$ cat src/rtl/core/bc1_pkg.sv
// bc1_pkg: shared types, constants and color arithmetic for the bc1 block decoder
// used by bc1_front, bc1_queue, bc1_back and bc1_block_decoder; no dependencies

package bc1_pkg;

	localparam int QUEUE_DEPTH = 2;
	localparam int PIXEL_CNT_W = 4;
	localparam logic [PIXEL_CNT_W-1:0] LAST_PIXEL_CNT = 4'd15;
	localparam logic [1:0] TRANSPARENT_SEL = 2'd3;
	localparam logic [7:0] ALPHA_OPAQUE = 8'hFF;
	localparam logic [7:0] ALPHA_CLEAR = 8'h00;

	typedef struct packed {
		logic [7:0] r;
		logic [7:0] g;
		logic [7:0] b;
	} color_t;

	typedef struct packed {
		color_t [3:0] pal;
		logic three_color;
		logic [31:0] index_word;
	} block_t;

	// x*255/31 truncated, as 8x + floor(7x/31)
	function automatic logic [7:0] expand5(input logic [4:0] x);
		logic [7:0] t;
		logic [12:0] p;
		t = 8'({3'b000, x} * 8'd7) + 8'd1;
		p = 13'(t) * 13'd33;
		return {x, 3'b000} + {5'b00000, p[12:10]};
	endfunction

	// x*255/63 truncated, as 4x + floor(x/21)
	function automatic logic [7:0] expand6(input logic [5:0] x);
		logic [1:0] q;
		if (x >= 6'd63) begin
			q = 2'd3;
		end else if (x >= 6'd42) begin
			q = 2'd2;
		end else if (x >= 6'd21) begin
			q = 2'd1;
		end else begin
			q = 2'd0;
		end
		return {x, 2'b00} + {6'b000000, q};
	endfunction

	function automatic color_t expand565(input logic [15:0] c);
		color_t e;
		e.r = expand5(c[15:11]);
		e.g = expand6(c[10:5]);
		e.b = expand5(c[4:0]);
		return e;
	endfunction

	// floor(s/3) for s up to 765
	function automatic logic [7:0] div3(input logic [9:0] s);
		logic [19:0] p;
		p = 20'(s) * 20'd683;
		return 8'(p[19:11]);
	endfunction

	function automatic logic [7:0] third(input logic [7:0] near, input logic [7:0] far);
		logic [9:0] s;
		s = {1'b0, near, 1'b0} + {2'b00, far};
		return div3(s);
	endfunction

	function automatic logic [7:0] half(input logic [7:0] a, input logic [7:0] b);
		logic [8:0] s;
		s = {1'b0, a} + {1'b0, b};
		return s[8:1];
	endfunction

endpackage

$ cat src/rtl/core/bc1_front.sv
// bc1_front: accepts blocks, expands endpoints and builds the four-entry palette
// two pipeline stages feeding the queue; depends on bc1_pkg

module bc1_front (
	input  logic                  clk,
	input  logic                  arst_n,
	input  logic                  in_valid,
	output logic                  in_stall,
	input  logic [15:0]           endpoint_a,
	input  logic [15:0]           endpoint_b,
	input  logic [31:0]           index_word,
	output logic                  push,
	output bc1_pkg::block_t       push_blk,
	input  logic                  queue_full
);

	logic valid_s1;
	logic valid_s2;
	bc1_pkg::color_t ea_s1;
	bc1_pkg::color_t eb_s1;
	logic three_s1;
	logic [31:0] idx_s1;
	bc1_pkg::block_t blk_s2;
	bc1_pkg::block_t blk_next;
	logic ready_s1;
	logic ready_s2;
	logic take;

	assign ready_s2 = !valid_s2 || !queue_full;
	assign ready_s1 = !valid_s1 || ready_s2;
	assign in_stall = !ready_s1;
	assign take = in_valid && ready_s1;

	assign push = valid_s2 && !queue_full;
	assign push_blk = blk_s2;

	always_ff @(posedge clk or negedge arst_n) begin
		if (!arst_n) begin
			valid_s1 <= 1'b0;
			valid_s2 <= 1'b0;
		end else begin
			if (ready_s1) begin
				valid_s1 <= in_valid;
			end
			if (ready_s2) begin
				valid_s2 <= valid_s1;
			end
		end
	end

	always_ff @(posedge clk) begin
		if (take) begin
			ea_s1 <= bc1_pkg::expand565(endpoint_a);
			eb_s1 <= bc1_pkg::expand565(endpoint_b);
			three_s1 <= !(endpoint_a > endpoint_b);
			idx_s1 <= index_word;
		end
		if (ready_s2 && valid_s1) begin
			blk_s2 <= blk_next;
		end
	end

	always_comb begin
		blk_next.pal[0] = ea_s1;
		blk_next.pal[1] = eb_s1;
		blk_next.three_color = three_s1;
		blk_next.index_word = idx_s1;
		if (three_s1) begin
			blk_next.pal[2].r = bc1_pkg::half(ea_s1.r, eb_s1.r);
			blk_next.pal[2].g = bc1_pkg::half(ea_s1.g, eb_s1.g);
			blk_next.pal[2].b = bc1_pkg::half(ea_s1.b, eb_s1.b);
			blk_next.pal[3] = '0;
		end else begin
			blk_next.pal[2].r = bc1_pkg::third(ea_s1.r, eb_s1.r);
			blk_next.pal[2].g = bc1_pkg::third(ea_s1.g, eb_s1.g);
			blk_next.pal[2].b = bc1_pkg::third(ea_s1.b, eb_s1.b);
			blk_next.pal[3].r = bc1_pkg::third(eb_s1.r, ea_s1.r);
			blk_next.pal[3].g = bc1_pkg::third(eb_s1.g, ea_s1.g);
			blk_next.pal[3].b = bc1_pkg::third(eb_s1.b, ea_s1.b);
		end
	end

endmodule

$ cat src/rtl/core/bc1_queue.sv
// bc1_queue: small fifo of decoded palettes between front and back
// depends on bc1_pkg

module bc1_queue #(
	parameter int DEPTH = bc1_pkg::QUEUE_DEPTH
) (
	input  logic            clk,
	input  logic            arst_n,
	input  logic            push,
	input  bc1_pkg::block_t push_blk,
	output logic            full,
	input  logic            pop,
	output logic            head_valid,
	output bc1_pkg::block_t head_blk
);

	localparam int PTR_W = (DEPTH > 1) ? $clog2(DEPTH) : 1;
	localparam int CNT_W = $clog2(DEPTH + 1);
	localparam logic [PTR_W-1:0] PTR_LAST = PTR_W'(DEPTH - 1);
	localparam logic [CNT_W-1:0] CNT_FULL = CNT_W'(DEPTH);

	bc1_pkg::block_t mem_q [DEPTH];
	logic [PTR_W-1:0] wr_ptr_q;
	logic [PTR_W-1:0] rd_ptr_q;
	logic [CNT_W-1:0] count_q;

	assign full = (count_q == CNT_FULL);
	assign head_valid = (count_q != '0);
	assign head_blk = mem_q[rd_ptr_q];

	always_ff @(posedge clk or negedge arst_n) begin
		if (!arst_n) begin
			wr_ptr_q <= '0;
			rd_ptr_q <= '0;
			count_q <= '0;
		end else begin
			if (push) begin
				wr_ptr_q <= (wr_ptr_q == PTR_LAST) ? '0 : wr_ptr_q + 1'b1;
			end
			if (pop) begin
				rd_ptr_q <= (rd_ptr_q == PTR_LAST) ? '0 : rd_ptr_q + 1'b1;
			end
			if (push && !pop) begin
				count_q <= count_q + 1'b1;
			end else if (pop && !push) begin
				count_q <= count_q - 1'b1;
			end
		end
	end

	always_ff @(posedge clk) begin
		if (push) begin
			mem_q[wr_ptr_q] <= push_blk;
		end
	end

endmodule

$ cat src/rtl/core/bc1_back.sv
// bc1_back: walks the 16 pixels of the head block, one per transfer
// selects the palette entry per pixel and holds the output register; depends on bc1_pkg

module bc1_back (
	input  logic            clk,
	input  logic            arst_n,
	input  logic            head_valid,
	input  bc1_pkg::block_t head_blk,
	output logic            pop,
	output logic            out_valid,
	input  logic            out_stall,
	output logic [1:0]      pixel_col,
	output logic [1:0]      pixel_row,
	output logic [7:0]      red,
	output logic [7:0]      green,
	output logic [7:0]      blue,
	output logic [7:0]      alpha,
	output logic            last_pixel
);

	logic [bc1_pkg::PIXEL_CNT_W-1:0] cnt_q;
	logic out_valid_q;
	logic advance;
	logic fire;
	logic [1:0] sel;
	logic clear;
	bc1_pkg::color_t color;

	assign advance = !out_valid_q || !out_stall;
	assign fire = advance && head_valid;
	assign pop = fire && (cnt_q == bc1_pkg::LAST_PIXEL_CNT);
	assign out_valid = out_valid_q;

	assign sel = head_blk.index_word[{cnt_q, 1'b0} +: 2];
	assign clear = head_blk.three_color && (sel == bc1_pkg::TRANSPARENT_SEL);
	assign color = head_blk.pal[sel];

	always_ff @(posedge clk or negedge arst_n) begin
		if (!arst_n) begin
			cnt_q <= '0;
			out_valid_q <= 1'b0;
		end else begin
			if (advance) begin
				out_valid_q <= head_valid;
			end
			if (fire) begin
				cnt_q <= cnt_q + 1'b1;
			end
		end
	end

	always_ff @(posedge clk) begin
		if (fire) begin
			pixel_col <= cnt_q[1:0];
			pixel_row <= cnt_q[3:2];
			red <= color.r;
			green <= color.g;
			blue <= color.b;
			alpha <= clear ? bc1_pkg::ALPHA_CLEAR : bc1_pkg::ALPHA_OPAQUE;
			last_pixel <= (cnt_q == bc1_pkg::LAST_PIXEL_CNT);
		end
	end

endmodule

$ cat src/rtl/core/bc1_block_decoder.sv
// bc1_block_decoder: top level of the bc1 (dxt1) block decoder
// instantiates bc1_front, bc1_queue and bc1_back; depends on bc1_pkg
//
// Each accepted block (two rgb565 endpoints and 32 index bits) yields 16 rgba pixels, row by
// row with the column inner, one pixel per output transfer, last_pixel marking the sixteenth.
// The single output register presents one pixel per cycle while out_stall is low and a block
// waits in the queue. After its input transfer a block passes the second palette stage, the
// queue write and the output register, in that order, before its first pixel is presented. Up
// to DEPTH decoded blocks wait in the queue, so the input side keeps taking blocks while the
// output side is stalled, until the queue and both front stages are full.

module bc1_block_decoder #(
	parameter int DEPTH = bc1_pkg::QUEUE_DEPTH
) (
	input  logic        clk,
	input  logic        arst_n,
	input  logic        in_valid,
	output logic        in_stall,
	input  logic [15:0] endpoint_a,
	input  logic [15:0] endpoint_b,
	input  logic [31:0] index_word,
	output logic        out_valid,
	input  logic        out_stall,
	output logic [1:0]  pixel_col,
	output logic [1:0]  pixel_row,
	output logic [7:0]  red,
	output logic [7:0]  green,
	output logic [7:0]  blue,
	output logic [7:0]  alpha,
	output logic        last_pixel
);

	logic push;
	logic full;
	logic pop;
	logic head_valid;
	bc1_pkg::block_t push_blk;
	bc1_pkg::block_t head_blk;

	bc1_front u_front (
		.clk        (clk),
		.arst_n     (arst_n),
		.in_valid   (in_valid),
		.in_stall   (in_stall),
		.endpoint_a (endpoint_a),
		.endpoint_b (endpoint_b),
		.index_word (index_word),
		.push       (push),
		.push_blk   (push_blk),
		.queue_full (full)
	);

	bc1_queue #(
		.DEPTH (DEPTH)
	) u_queue (
		.clk        (clk),
		.arst_n     (arst_n),
		.push       (push),
		.push_blk   (push_blk),
		.full       (full),
		.pop        (pop),
		.head_valid (head_valid),
		.head_blk   (head_blk)
	);

	bc1_back u_back (
		.clk        (clk),
		.arst_n     (arst_n),
		.head_valid (head_valid),
		.head_blk   (head_blk),
		.pop        (pop),
		.out_valid  (out_valid),
		.out_stall  (out_stall),
		.pixel_col  (pixel_col),
		.pixel_row  (pixel_row),
		.red        (red),
		.green      (green),
		.blue       (blue),
		.alpha      (alpha),
		.last_pixel (last_pixel)
	);

endmodule

$ cat config.mk
export PLATFORM = sky130hd
export DESIGN_NAME = bc1_block_decoder
export DESIGN_NICKNAME = d
export VERILOG_FILES = /design/src/rtl/core/bc1_pkg.sv /design/src/rtl/core/bc1_front.sv /design/src/rtl/core/bc1_queue.sv /design/src/rtl/core/bc1_back.sv /design/src/rtl/core/bc1_block_decoder.sv
export SDC_FILE = /design/constraint.sdc
export NUM_CORES = 1
export LEC_CHECK = 0
export BUFFER_PORTS_ARGS = -buffer_cell sky130_fd_sc_hd__buf_4
export CAP_MARGIN = 40
export CORE_UTILIZATION = 45
export CTS_CLUSTER_SIZE = 40
export DETAILED_ROUTE_END_ITERATION = 6
export GPL_ROUTABILITY_DRIVEN = 0
export PLACE_DENSITY = 0.65
export SYNTH_ARGS = -nofsm -noshare
export SYNTH_HDL_FRONTEND = slang
export SYNTH_HIERARCHICAL = 1
export SYNTH_SLANG_ARGS = --single-unit
$ cat constraint.sdc
create_clock -name clk -period 15 [get_ports clk]
set_input_delay 0 -clock clk [delete_from_list [all_inputs] [get_ports clk]]
set_output_delay 0 -clock clk [all_outputs]
set_load 0.05 [all_outputs]
# After elaboration in Yosys (flattened, before gate mapping)
# Memory sizes are Yosys's and may differ from the RTL's.
# Index checks and enable logic that the tools add are counted.
[totals]
output_inout_bits = 39
reg_bits = 258
mem_bits_rw = 258
mem_count = 1
input_bits = 68
word_cells = 127
[mem_list]
columns = ["name", "words", "word_bits", "read_ports", "rd_clocked_by_memory_dff", "write_ports", "line_no", "source"]
rows = [
  ["u_queue.mem_q", 2, 129, 1, 0, 1, "bc1_queue.sv:22", "bc1_pkg::block_t mem_q [DEPTH];"],
]
[op_classes]
magnitude_cmp = 8
n_mux = 18
reduce_logical = 22
add_sub_neg = 24
shift = 1
n_mul = 14
eq_ne = 3
[op_table]
columns = ["cell", "n"]
rows = [
  ["10-bit by 10-bit multiplier with 19-bit output, second input constant", 6],
  ["9-bit by 8-bit adder with 10-bit output", 6],
  ["8-bit by 6-bit multiplier with 13-bit output, second input constant", 4],
  ["24-bit binary-select mux with 2-bit select", 1],
  ["24-bit two-way mux", 2],
  ["8-bit by 1-bit adder with 8-bit output, second input constant", 4],
  ["8-bit by 3-bit adder with 8-bit output", 4],
  ["5-bit by 3-bit multiplier with 8-bit output, second input constant", 4],
  ["32-bit by 6-bit indexed part select with 2-bit output", 1],
  ["8-bit by 8-bit adder with 9-bit output", 3],
  ["6-bit greater-or-equal comparator, second input constant", 4],
  ["8-bit by 2-bit adder with 8-bit output", 2],
  ["16-bit > comparator", 1],
  ["2-bit two-way mux", 8],
  ["6-bit by 5-bit greater-or-equal comparator with 1-bit output, second input constant", 2],
  ["1-bit zero test", 9],
  ["1-bit logical AND", 8],
  ["8-bit two-way mux", 1],
  ["1-bit two-way mux", 6],
  ["4-bit by 1-bit adder with 4-bit output, second input constant", 1],
  ["2-bit == test, second input constant", 2],
  ["4-bit == test, second input constant", 1],
  ["2-bit nonzero test", 2],
  ["1-bit logical OR", 3],
  ["4 further kinds", 5],
]

# Depth between registers and ports, before layout
[depth]
word_depth = 7
ltp_mapped = 25
mapped_depth_nobuf = 25

# By module
# The synthesis kept the hierarchy.
[by_module_without_submodules]
columns = ["module", "n_inst", "area_each_um2", "cells_each"]
rows = [
  ["bc1_front", 1, 21325.5, 1912],
  ["bc1_queue", 1, 9524.1, 417],
  ["bc1_back", 1, 2371.0, 230],
]

# Worst setup path after synthesis
# Ideal clock, no wire load.
[synth_timing]
kind = "flip-flop to flip-flop"
startpoint = "register u_queue.count_q[1]"
endpoint = "register u_front.blk_s2 (netlist bit u_front/push_blk[0]), enable pin"
stages_incl_launch_ff = 3
setup_time_ns = 0.815
required_time_ns = 14.185
arrival_ns = 9.869
n_path_buf = 0
synth_period_minus_slack_ns = 10.684
slack_ns = 4.316
path_cell_list = "dfrtp_1 > nor2b_1 > a21boi_0"
[synth_via]
elab_chain_len = 4
[synth_lines]
columns = ["element", "line_no", "source"]
rows = [
  ["start, declared", "bc1_queue.sv:25", "logic [CNT_W-1:0] count_q;"],
  ["start signal, assigned", "bc1_queue.sv:44", "count_q <= count_q + 1'b1;"],
  ["start signal, assigned", "bc1_queue.sv:46", "count_q <= count_q - 1'b1;"],
  ["2-bit == test", "bc1_queue.sv:27", "assign full = (count_q == CNT_FULL);"],
  ["named net full", "bc1_block_decoder.sv:34", "logic full;"],
  ["1-bit zero test", "bc1_front.sv:29", "assign ready_s2 = !valid_s2 || !queue_full;"],
  ["1-bit logical OR", "bc1_front.sv:29", ""],
  ["1-bit logical AND", "bc1_front.sv:58", "if (ready_s2 && valid_s1) begin"],
  ["end signal, assigned", "bc1_front.sv:59", "blk_s2 <= blk_next;"],
  ["end, declared", "bc1_front.sv:23", "bc1_pkg::block_t blk_s2;"],
]
# The timed path passes the listed nets, and every way through them passes these cells.
# A chain may end at the register's enable or synchronous reset.

==> metrics.txt <==
max-slew violations 0; CTS tree done; synthesized area 33,200 µm²; largest net degree at the start of global routing 62; final hold violations 0; P&R area growth vs syn 13.2%; layout cell share with drive strength beyond 1 13.3%; CP peak stage delay 0.53 ns; final worst path period share 44.4%; sequential share of the synthesized area 45.8%; Vias/cell 5.40; Mapped Avg Cell Area 13.0 µm²; 1st-pass router iterations 6; max cap viols 0; Num CTS Buffers 53; synthesis-stage register bit count 509; critical-path maximum fanout 7; Die Ht 274 µm; Syn Inst Count 2,559; Clock Skew 0.0264 ns; Worst Setup Path Type reg -> reg; initial antenna violation count 0; Tot GR Track Use 19.2%; total number of yosys warnings 6; area of the core 73,000 µm²; Worst path most repeated cell inv_1; final wirelength 70,800 µm; ys flop type edfxtp_1; Slew headroom 43.1%; Clk Latency, worst-skew pair 0.61 ns; DR WL/cell 18.9 µm; clock slew at reported path FFs 0.06 ns; post-synth cell types 68; final antenna-violating net count 0; final setup violating endpoints 0; syn nets 3,260; FFs w/ async S/R, synth 2.16%; number of global-route vias before repair 21,200; die area 74,900 µm²; Critical Path Start Type register; Required @ worst endpoint 15.43 ns; fin util 51.6%; post-route DRC violation count 0; hold crit path type in -> reg; GRT Residual Overflow 0; Setup Buffers After CTS 0; Via Count 20,200; RSZ-0062 raised after global routing false; status finished clean; first-pass GRT wire length 114,000 µm; Clock Tree Buf Depth 3; drt first-iter violations 1,426; Worst Setup End Kind register; die width 274 µm; Initial Utilization 45.5%; Setup TNS 0 ns; post-route minimum period 6.66 ns; crit path DAT 7.09 ns; H-tree Lvls 2; fmax 150 MHz; Worst-Margin Slew 0.847 ns; ant diodes 0; clock root cell clkbuf_16; Num Clock Sinks 509; # port buffers 106; Final nets 3,449; # IOs 107; slowest stage cell, crit path fa_1; Post-synth EDFFs 498; Placement Rows 99; Final HPWL DP 52,200 µm
-- sequential cells by signal (all words and copies together) (netlist names) --
| register | count |
|---|---|
| u_queue/mem_q | 258 |
| u_front/push_blk | 129 |
| u_front/blk_next | 48 |
| u_front/idx_s1 | 32 |
| u_back/blue | 8 |
| u_back/green | 8 |
| u_back/red | 8 |
| u_back/cnt_q | 4 |
| u_back/pixel_col | 2 |
| u_back/pixel_row | 2 |
| u_queue/count_q | 2 |
| u_back/alpha | 1 |
| u_back/last_pixel | 1 |
| u_back/out_valid | 1 |
| u_front/three_s1 | 1 |
| u_front/valid_s1 | 1 |
| u_front/valid_s2 | 1 |
| u_queue/rd_ptr_q | 1 |
| u_queue/wr_ptr_q | 1 |
-- cells in the final DEF, fill, tap and decap left out, drive strengths merged, types with 57 or more instances in the layout --
cell type	Yosys	layout
edfxtp	498	498
ha	486	486
inv	339	342
fa	147	147
mux2	133	133
buf	40	124
a21oi	96	96
xnor2	92	92
nand3	86	86
dlygate4sd3	0	68
o21ai	62	62
nand2	61	61
nor2	58	58
a21o	57	57
clkbuf	18	57
-- worst max-delay path: cells and delay by family, from the launching register on --
| kind | cells | cell delay (ns) |
|---|---|---|
| DFF | 1 | 0.51 |
| and+or+nand+nor | 1 | 0.07 |
| AOI/OAI and AO/OA | 10 | 2.02 |
| adders and majority gates | 8 | 3.14 |
| xor gates and xnor gates | 1 | 0.38 |
| buffers and inverters | 5 | 0.34 |
-- kinds of logic (layout without fill, tap and decap cells) --
family          Yosys count  in the layout  synth area share [%]
compound gates          392            392                  7.85
fa+ha+maj               633            633                  27.2
simple gates            332            332                  5.02
flops                   509            509                  45.8
buf+inv                 398            628                  5.03
xor+xnor                143            143                  3.79
mux                     152            152                  5.31
-- timing repair --
action / CTS / global route
hold buffers: 68 / 0
gates resized for setup: 0 / 0
hold endpoints to repair: 84 / 0
-- cells in the mapped netlist, drive strengths merged, types with 21 or more instances --
library cell,n,share of area (%)
nand2,61,0.69
nand3,86,1.3
a32oi,26,0.69
a21oi,96,1.4
xor2,51,1.3
inv,339,3.8
xnor2,92,2.4
o21ai,62,0.93
nor3,21,0.32
edfxtp,498,45
mux2,133,4.5
nor2b,25,0.47
a21o,57,1.3
nor2,58,0.66
fa,147,8.9
ha,486,18
a31oi,33,0.62
nand4,23,0.43
buf,40,0.99
-- final timing paths --
path	from	to	cells after the start	slack, ns
setup / recovery	u_front/blk_next[49]	u_front/push_blk[101]	25	8.34
hold / removal	index_word[24]	u_front/idx_s1[24]	2	0.12
setup reg to reg	u_front/blk_next[49]	u_front/push_blk[101]	25	8.34
hold reg to reg	u_front/idx_s1[5]	u_front/push_blk[5]	0	0.42
max in group asynchronous	arst_n	u_queue/rd_ptr_q	3	14.11
min in group asynchronous	arst_n	u_back/out_valid	3	0.47
-- layout make-up --
| class | instances | area (µm²) |
|---|---|---|
| fill | 6041 | 35300 |
| multi-input combinational | 1652 | 16400 |
| sequential | 509 | 15200 |
| timing repair buffer | 192 | 1690 |
| clock buffer | 57 | 1340 |
| inverter | 340 | 1280 |
| tap | 959 | 1200 |
| clock inverter | 39 | 483 |
-- through the flow --
stage | instances | area, µm² | worst slack, ns | hold WS, ns
floorplan | 2559 | 33200 | 4.32 | -0.296
global placement | 3579 | 35000 | 8.51 | -0.160
detailed placement | 3584 | 35100 | 8.37 | -0.154
CTS | 3748 | 37600 | 8.34 | 0.0813
global route | 3748 | 37600 | 7.90 | 0.108
finish | 3748 | 37600 | 8.34 | 0.117
-- layer usage --
metal | routed length (µm) | vias up | global-route usage [%]
met2 | 33700 | 430 | 31.9
li1 | - | 9660 | -
met1 | 33100 | 10100 | 27.2
met5 | 0 | - | 0
met3 | 2910 | 83 | 1.96
met4 | 1060 | 0 | 4.16
Power is not shown: default switching activity piles up to over one toggle a cycle in this logic, so the estimate is an artifact.
